--- src/sv/mcs_pkg.sv ---
package mcs_pkg;

  localparam int unsigned CharW     = 8;
  localparam int unsigned UnitW     = 16;
  localparam int unsigned DurW      = 18;
  localparam int unsigned UnitsW    = 3;
  localparam int unsigned SymW      = 4;
  localparam int unsigned CntW      = 3;
  localparam int unsigned IdxW      = 2;
  localparam int unsigned LetterW   = 5;
  localparam int unsigned PatW      = 7;
  localparam int unsigned OutDataW  = 24;

  localparam logic [CntW-1:0]   MaxSymbols   = 3'd4;
  localparam logic [UnitW-1:0]  UnitReset    = 16'd100;

  localparam logic [CharW-1:0]  ChrUpperA    = 8'h41;
  localparam logic [CharW-1:0]  ChrUpperZ    = 8'h5A;
  localparam logic [CharW-1:0]  ChrLowerA    = 8'h61;
  localparam logic [CharW-1:0]  ChrLowerZ    = 8'h7A;
  localparam logic [CharW-1:0]  CaseFold     = 8'h20;
  localparam logic [CharW-1:0]  ChrSpace     = 8'h20;
  localparam logic [CharW-1:0]  ChrTab       = 8'h09;
  localparam logic [CharW-1:0]  ChrCr        = 8'h0D;

  localparam logic [UnitsW-1:0] UnitsDot     = 3'd1;
  localparam logic [UnitsW-1:0] UnitsDash    = 3'd3;
  localparam logic [UnitsW-1:0] UnitsSymGap  = 3'd1;
  localparam logic [UnitsW-1:0] UnitsLetEnd  = 3'd2;
  localparam logic [UnitsW-1:0] UnitsWordGap = 3'd4;

  typedef enum logic [2:0] {
    ST_IDLE,
    ST_SYM_ON,
    ST_SYM_OFF,
    ST_LETTER_END,
    ST_WORD_GAP
  } mcs_state_e;

  typedef enum logic [1:0] {
    SEG_ON,
    SEG_GAP,
    SEG_END,
    SEG_WORD
  } mcs_seg_e;

  typedef struct packed {
    logic     load;
    logic     emit;
    logic     advance;
    mcs_seg_e seg;
  } mcs_cmd_t;

  typedef struct packed {
    logic in_letter;
    logic in_space;
    logic in_has_syms;
    logic sym_last;
    logic out_free;
  } mcs_status_t;

  function automatic logic [PatW-1:0] letter_pattern(input logic [LetterW-1:0] idx);
    logic [PatW-1:0] p;
    case (idx)
      5'd0:    p = 7'h22;
      5'd1:    p = 7'h41;
      5'd2:    p = 7'h45;
      5'd3:    p = 7'h31;
      5'd4:    p = 7'h10;
      5'd5:    p = 7'h44;
      5'd6:    p = 7'h33;
      5'd7:    p = 7'h40;
      5'd8:    p = 7'h20;
      5'd9:    p = 7'h4E;
      5'd10:   p = 7'h35;
      5'd11:   p = 7'h42;
      5'd12:   p = 7'h23;
      5'd13:   p = 7'h21;
      5'd14:   p = 7'h37;
      5'd15:   p = 7'h46;
      5'd16:   p = 7'h4B;
      5'd17:   p = 7'h32;
      5'd18:   p = 7'h30;
      5'd19:   p = 7'h11;
      5'd20:   p = 7'h34;
      5'd21:   p = 7'h48;
      5'd22:   p = 7'h36;
      5'd23:   p = 7'h49;
      5'd24:   p = 7'h4D;
      5'd25:   p = 7'h43;
      default: p = '0;
    endcase
    return p;
  endfunction

endpackage

--- src/sv/mcs_ctrl.sv ---
module mcs_ctrl (
  input  logic                clk_i,
  input  logic                rst_ni,
  input  logic                in_valid_i,
  output logic                in_ready_o,
  input  mcs_pkg::mcs_status_t status_i,
  output mcs_pkg::mcs_cmd_t    cmd_o
);

  mcs_pkg::mcs_state_e state_q, state_d;

  always_ff @(posedge clk_i or negedge rst_ni) begin
    if (!rst_ni) begin
      state_q <= mcs_pkg::ST_IDLE;
    end else begin
      state_q <= state_d;
    end
  end

  always_comb begin
    state_d       = state_q;
    in_ready_o    = 1'b0;
    cmd_o.load    = 1'b0;
    cmd_o.emit    = 1'b0;
    cmd_o.advance = 1'b0;
    cmd_o.seg     = mcs_pkg::SEG_ON;
    case (state_q)
      mcs_pkg::ST_IDLE: begin
        in_ready_o = 1'b1;
        if (in_valid_i) begin
          cmd_o.load = 1'b1;
          if (status_i.in_letter) begin
            state_d = status_i.in_has_syms ? mcs_pkg::ST_SYM_ON : mcs_pkg::ST_LETTER_END;
          end else if (status_i.in_space) begin
            state_d = mcs_pkg::ST_WORD_GAP;
          end
        end
      end
      mcs_pkg::ST_SYM_ON: begin
        cmd_o.seg = mcs_pkg::SEG_ON;
        if (status_i.out_free) begin
          cmd_o.emit = 1'b1;
          state_d    = mcs_pkg::ST_SYM_OFF;
        end
      end
      mcs_pkg::ST_SYM_OFF: begin
        cmd_o.seg = mcs_pkg::SEG_GAP;
        if (status_i.out_free) begin
          cmd_o.emit    = 1'b1;
          cmd_o.advance = 1'b1;
          state_d = status_i.sym_last ? mcs_pkg::ST_LETTER_END : mcs_pkg::ST_SYM_ON;
        end
      end
      mcs_pkg::ST_LETTER_END: begin
        cmd_o.seg = mcs_pkg::SEG_END;
        if (status_i.out_free) begin
          cmd_o.emit = 1'b1;
          state_d    = mcs_pkg::ST_IDLE;
        end
      end
      mcs_pkg::ST_WORD_GAP: begin
        cmd_o.seg = mcs_pkg::SEG_WORD;
        if (status_i.out_free) begin
          cmd_o.emit = 1'b1;
          state_d    = mcs_pkg::ST_IDLE;
        end
      end
      default: begin
        state_d = mcs_pkg::ST_IDLE;
      end
    endcase
  end

endmodule

--- src/sv/mcs_dp.sv ---
module mcs_dp (
  input  logic                             clk_i,
  input  logic                             rst_ni,
  input  logic [mcs_pkg::CharW-1:0]        char_i,
  input  logic                             cfg_we_i,
  input  logic [mcs_pkg::UnitW-1:0]        cfg_wdata_i,
  input  mcs_pkg::mcs_cmd_t                cmd_i,
  output mcs_pkg::mcs_status_t             status_o,
  output logic                             out_valid_o,
  input  logic                             out_ready_i,
  output logic                             out_lamp_o,
  output logic [mcs_pkg::DurW-1:0]         out_dur_o,
  output logic                             out_last_o
);

  logic [mcs_pkg::UnitW-1:0]   unit_q;
  logic [mcs_pkg::SymW-1:0]    syms_q;
  logic [mcs_pkg::CntW-1:0]    cnt_q;
  logic [mcs_pkg::IdxW-1:0]    idx_q;
  logic                        valid_q;
  logic                        lamp_q;
  logic                        last_q;
  logic [mcs_pkg::DurW-1:0]    dur_q;

  logic [mcs_pkg::CharW-1:0]   chr_fold;
  logic [mcs_pkg::CharW-1:0]   chr_off;
  logic [mcs_pkg::PatW-1:0]    pat;
  logic [mcs_pkg::CntW-1:0]    cnt_raw;
  logic [mcs_pkg::CntW-1:0]    cnt_cap;
  logic                        is_letter;
  logic [mcs_pkg::UnitsW-1:0]  units;
  logic                        out_free;

  always_comb begin
    chr_fold = char_i;
    if (char_i >= mcs_pkg::ChrUpperA && char_i <= mcs_pkg::ChrUpperZ) begin
      chr_fold = char_i + mcs_pkg::CaseFold;
    end
  end

  assign is_letter = (chr_fold >= mcs_pkg::ChrLowerA) && (chr_fold <= mcs_pkg::ChrLowerZ);
  assign chr_off   = chr_fold - mcs_pkg::ChrLowerA;
  assign pat       = mcs_pkg::letter_pattern(chr_off[mcs_pkg::LetterW-1:0]);
  assign cnt_raw   = pat[mcs_pkg::PatW-1:mcs_pkg::SymW];
  assign cnt_cap   = (cnt_raw > mcs_pkg::MaxSymbols) ? mcs_pkg::MaxSymbols : cnt_raw;
  assign out_free  = !valid_q || out_ready_i;

  assign status_o.in_letter   = is_letter;
  assign status_o.in_space    = (chr_fold == mcs_pkg::ChrSpace) ||
                                ((chr_fold >= mcs_pkg::ChrTab) && (chr_fold <= mcs_pkg::ChrCr));
  assign status_o.in_has_syms = (cnt_cap != '0);
  assign status_o.sym_last    = ({1'b0, idx_q} == (cnt_q - 3'd1));
  assign status_o.out_free    = out_free;

  always_comb begin
    case (cmd_i.seg)
      mcs_pkg::SEG_ON:   units = syms_q[idx_q] ? mcs_pkg::UnitsDash : mcs_pkg::UnitsDot;
      mcs_pkg::SEG_GAP:  units = mcs_pkg::UnitsSymGap;
      mcs_pkg::SEG_END:  units = mcs_pkg::UnitsLetEnd;
      mcs_pkg::SEG_WORD: units = mcs_pkg::UnitsWordGap;
      default:           units = '0;
    endcase
  end

  always_ff @(posedge clk_i or negedge rst_ni) begin
    if (!rst_ni) begin
      unit_q  <= mcs_pkg::UnitReset;
      valid_q <= 1'b0;
    end else begin
      if (cfg_we_i) begin
        unit_q <= cfg_wdata_i;
      end
      if (cmd_i.emit) begin
        valid_q <= 1'b1;
      end else if (out_ready_i) begin
        valid_q <= 1'b0;
      end
    end
  end

  always_ff @(posedge clk_i) begin
    if (cmd_i.load) begin
      syms_q <= pat[mcs_pkg::SymW-1:0];
      cnt_q  <= cnt_cap;
      idx_q  <= '0;
    end else if (cmd_i.advance) begin
      idx_q <= idx_q + 2'd1;
    end
    if (cmd_i.emit) begin
      lamp_q <= (cmd_i.seg == mcs_pkg::SEG_ON);
      last_q <= (cmd_i.seg == mcs_pkg::SEG_END) || (cmd_i.seg == mcs_pkg::SEG_WORD);
      dur_q  <= mcs_pkg::DurW'(units) * {2'b00, unit_q};
    end
  end

  assign out_valid_o = valid_q;
  assign out_lamp_o  = lamp_q;
  assign out_dur_o   = dur_q;
  assign out_last_o  = last_q;

endmodule

--- src/sv/morse_character_sequencer_top.sv ---
// Channel   Dir  Fields (tdata/tuser from bit 0 up)             Sideband
// s_axis    in   tdata: character[7:0]                          -
// m_axis    out  tdata: lamp_on[0], duration_ms[18:1], 0[23:19] tlast: last
// cfg       in   cfg_wdata_i: time_unit_ms[15:0]                cfg_we_i
//
// A letter of n symbols gives n lit symbols, each with a gap, then a letter-end gap;
// whitespace a word gap; the controller walks one segment per cycle unless stalled.
// The output register lets the controller return to idle while the final
// segment waits, so the next request is taken then.
// Downstream stalls hold the controller in its current segment.
// Reset: unit length 100 ms, controller idle, output empty.
module morse_character_sequencer_top (
  input  logic        clk_i,
  input  logic        rst_ni,
  input  logic        s_axis_tvalid_i,
  output logic        s_axis_tready_o,
  input  logic [7:0]  s_axis_tdata_i,   // character[7:0]
  output logic        m_axis_tvalid_o,
  input  logic        m_axis_tready_i,
  output logic [23:0] m_axis_tdata_o,   // lamp_on[0], duration_ms[18:1], zero[23:19]
  output logic        m_axis_tlast_o,
  input  logic        cfg_we_i,
  input  logic [15:0] cfg_wdata_i
);

  mcs_pkg::mcs_cmd_t    cmd;
  mcs_pkg::mcs_status_t status;
  logic                 lamp;
  logic [mcs_pkg::DurW-1:0] dur;

  mcs_ctrl u_ctrl (
    .clk_i      (clk_i),
    .rst_ni     (rst_ni),
    .in_valid_i (s_axis_tvalid_i),
    .in_ready_o (s_axis_tready_o),
    .status_i   (status),
    .cmd_o      (cmd)
  );

  mcs_dp u_dp (
    .clk_i       (clk_i),
    .rst_ni      (rst_ni),
    .char_i      (s_axis_tdata_i),
    .cfg_we_i    (cfg_we_i),
    .cfg_wdata_i (cfg_wdata_i),
    .cmd_i       (cmd),
    .status_o    (status),
    .out_valid_o (m_axis_tvalid_o),
    .out_ready_i (m_axis_tready_i),
    .out_lamp_o  (lamp),
    .out_dur_o   (dur),
    .out_last_o  (m_axis_tlast_o)
  );

  assign m_axis_tdata_o = {5'b00000, dur, lamp};

endmodule

--- config.mk ---
export PLATFORM = sky130hd
export DESIGN_NAME = morse_character_sequencer_top
export DESIGN_NICKNAME = d
export VERILOG_FILES = /design/src/sv/mcs_pkg.sv /design/src/sv/mcs_ctrl.sv /design/src/sv/mcs_dp.sv /design/src/sv/morse_character_sequencer_top.sv
export SDC_FILE = /design/constraint.sdc
export NUM_CORES = 1
export LEC_CHECK = 0
export BUFFER_PORTS_ARGS = -buffer_cell sky130_fd_sc_hd__buf_2
export CORE_MARGIN = 2
export CORE_UTILIZATION = 60
export DETAILED_ROUTE_END_ITERATION = 12
export GPL_ROUTABILITY_DRIVEN = 0
export GPL_TIMING_DRIVEN = 0
export PLACE_DENSITY_LB_ADDON = 0.25
export SKIP_CTS_REPAIR_TIMING = 1
export SLEW_MARGIN = 25
export SYNTH_ARGS = -nofsm -noshare
export SYNTH_HDL_FRONTEND = slang
export SYNTH_SLANG_ARGS = --single-unit
--- constraint.sdc ---
create_clock -name clk_i -period 8.3 [get_ports clk_i]
set_clock_uncertainty 0.1 [all_clocks]
set_input_delay 0.415 -clock clk_i [delete_from_list [all_inputs] [get_ports clk_i]]
set_output_delay 0.415 -clock clk_i [all_outputs]
set_load 0.01 [all_outputs]
==> summary.md <==
| Metric | Value |
|---|---|
| Status | `complete, no violations` |
| Total track usage | `25.0%` |
| Post-synth EDFFs | `27` |
| Met3 routed WL | `333 µm` |
| Sw Share | `42.4%` |
| DR vias | `3,574` |
| Met1 WL | `3.76 mm` |
| Clock Tree Buf Depth | `2` |
| Detailed Route WL | `9.22 mm` |
| DR WL met2 | `4.81 mm` |
| Layout area overhead | `11.4%` |
| Num rows | `30` |
| Clk root buf | `clkbuf_8` |
| Cts bufs inserted | `5` |
| Final Cell Area | `0.00481 mm²` |
| Pin count of the biggest net entering global routing | `21` |
| Hold slack | `222 ps` |
| Vias per cell | `5.76` |
| GRT Residual Overflow | `0` |
| Yosys reg bits | `49` |
| Ports | `56` |
| Largest delay share family, worst path | `compound AO/OA/AOI/OAI gates` |
| Final Critical Period | `4750 ps` |
| CP arrival | `4700 ps` |
| Number of global-route vias before repair | `3,461` |
| Int Power | `0.787 mW` |
| Share of post-route cells with drive strength above 1 | `22.5%` |
| Post-Place Cells | `611` |
| Initial antenna violation count | `0` |
| Comb pwr share | `58.8%` |
| Sequential fraction of the synthesis area | `31.4%` |
| Clock sink total | `49` |
| CP max stage delay | `550 ps` |
| Crit Path Category | `flop to flop` |
| Area occupied by multi-input gates | `0.00265 mm²` |
| Place WS | `3630 ps` |
| Commonest non-fill, non-tap cell in the layout | `nand2_1` |
| Non-Filler Instances | `620` |
| NetSw | `0.580 mW` |
| Relative slew slack | `53.5%` |
| Crit start category | `flop` |
| Critical Path RT | `8250 ps` |
| Iter 0 DRT Violations | `166` |
| Die area | `0.00789 mm²` |
| Commonest cells after routing, fill and taps aside | `63 x nand2_1, 56 x buf_2, 41 x inv_1` |
| Fin. max-slew vios | `0` |
| DRT antenna net count | `0` |
| Yosys cell types | `71` |
| Avg WL per Cell | `14.9 µm` |
| Post-route setup slack | `3550 ps` |
| Synth async-reset ratio | `40.8%` |
| Max Fclk | `0.211 GHz` |
| Initial core utilization | `62.8%` |
| Reg clk slew, reported paths | `100 ps` |
| I/O Buffers | `48` |
| Detailed-router iteration count before antenna repair | `4` |
| First-pass GRT wire length | `15.5 mm` |
| Worst vdd ir | `0.000123 V` |
| Fin Setup TNS | `0 ps` |
| Critical path buffer and inverter count | `4` |
| Flop pwr share | `30.4%` |
| Ys Warns | `0` |
| Filler instances | `515` |
| Clock share of power | `10.8%` |
| Highest metal used | `met4` |
| Placed Area | `0.00471 mm²` |
| RSZ-0062 raised after global routing | `no` |
| Max-cap violations | `0` |
| Power per Cell Area | `284 mW/mm²` |
| Fin. Hold Viols | `0` |
| Worst setup EP type | `flop` |
| CP Max Fanout | `10` |
| FF/Latch Area | `0.00136 mm²` |
| Worst-Skew Late Latency | `320 ps` |
| Hold Path Class | `input pin to flop` |
| DRC | `0` |
| Leak | `2.20 nW` |
| CP max stage cell | `o41ai_1` |
| Final #Nets | `593` |
| Die X | `88.8 µm` |
| CTS tree | `yes` |
| Die Y-Extent | `88.8 µm` |
| Least-Margin Pin Slew | `692 ps` |
| Setup violations, final | `0` |
| H-tree lvl count | `2` |
| CP dominant cell by count | `a21oi_1` |
| Final period util | `57.2%` |
| Top_reg_cell synth | `edfxtp_1` |
| Hpwl dp | `7.21 mm` |
| Avg Synthesized Cell Area | `9.34 µm²` |
| Critical path cell sequence | `clkbuf_1 > xor2_1 > a21oi_1 > clkbuf_1 > nand2_1 > fa_1 > inv_1 > ha_1 > inv_1 > o21ai_0 > a21oi_1 > o41ai_1 > a21oi_1 > xnor2_1` |
| Core area | `0.00687 mm²` |
| Post-Synthesis Cells | `462` |
| # diodes | `0` |
| Synthesized area | `0.00432 mm²` |
==> stage by stage <==
step                util, %  total power, mW
floorplan                 -             1.02
global placement       68.3             1.18
detailed placement     68.5             1.22
CTS                    69.9             1.37
global route           70.0             1.49
finish                 70.0             1.37
==> per-layer routing <==
layer	track usage (%)	vias up
met5	0	-
met4	11.7	0
met3	3.26	24
met1	28.6	1741
met2	45.9	98
li1	-	1711
==> final timing paths <==
check                                   from            endpoint  slack (ps)  depth (start not counted)
max in group asynchronous             rst_ni      u_dp.unit_q[2]        7270                          2
hold reg to reg               u_dp.unit_q[0]      u_dp.unit_q[0]         450                          1
hold / removal                cfg_wdata_i[0]      u_dp.unit_q[0]         220                          2
min in group asynchronous             rst_ni   u_ctrl.state_q[2]         480                          2
setup reg to reg           u_ctrl.state_q[2]  u_dp.out_dur_o[17]        3550                         14
setup / recovery           u_ctrl.state_q[2]  u_dp.out_dur_o[17]        3550                         14
==> power groups by stage <==
stage	Combinational (mW)	Sequential, mW	Clock [mW]
floorplan	0.573	0.447	0
global placement	0.759	0.419	0
detailed placement	0.797	0.420	0
CTS	0.802	0.415	0.150
global route	0.901	0.427	0.158
finish	0.804	0.415	0.148
==> state kept, by name, summed over array words and instances (netlist names) <==
signal and flops:
u_dp.cnt_q 3, u_ctrl.state_q 3, u_dp.unit_q 16, u_dp.syms_q 4, u_dp.out_lamp_o 1, u_dp.out_valid_o 1, u_dp.out_last_o 1, u_dp.idx_q 2
u_dp.out_dur_o 18
==> cells in the mapped netlist (3+ instances only) <==
master     n  area share [%]
a211oi_1   3            0.52
a21o_1     6             1.0
edfxtp_1  27              19
a221oi_1   3            0.61
mux2_2    19             5.0
and2_1    11             1.6
o31ai_1    5            0.87
o211ai_1   3            0.52
a21oi_1   29             3.4
o21a_1     4            0.70
o21ai_0   18             2.1
nor2_1    25             2.2
nor3_1    11             1.3
dfrtp_1   17             9.9
dfstp_2    3             1.8
inv_1     41             3.6
buf_2      8            0.93
nor2b_1    7             1.0
nand3_1    9             1.0
buf_4     12             2.1
clkbuf_1   6            0.52
nand2b_1   9             1.3
xor2_1     7             1.4
nor3b_1    3            0.52
ha_1      26             7.5
nand2_1   63             5.5
fa_1      15             7.0
xnor2_1   17             3.4
and3_1     3            0.43
==> worst reg2reg max path, stage by stage, from the launching register on <==
cell and delay [ps]:
dfrtp_1 430, clkbuf_1 410, xor2_1 120, a21oi_1 470, clkbuf_1 420, nand2_1 140, fa_1 510, inv_1 50
ha_1 330, inv_1 80, o21ai_0 360, a21oi_1 200, o41ai_1 550, a21oi_1 160, xnor2_1 160
==> cell type report <==
class	count	area share, %
Buffer	29	3.56
Clock buffer	5	1.43
Clock inverter	3	0.520
Inverter	42	3.28
Multi-Input combinational cell	346	55.1
Sequential cell	49	28.2
Tap cell	96	2.50
Timing Repair Buffer	50	5.44
==> kinds of logic (layout without fill, tap and decap cells) <==
family                     after synthesis  count (layout)  share of synthesized area (%)
DFF                                     49              49                           31.4
and+or+nand+nor                        150             150                           17.0
xor gates and xnor gates                25              25                           5.25
other                                    1               5                         0.0869
muxes                                   24              24                           6.64
AOI/OAI and AO/OA                      101             101                           17.5
adders and majority gates               41              41                           14.5
buffers and inverters                   71             129                           7.62
Note: power is estimated with default switching activity, not from simulation.
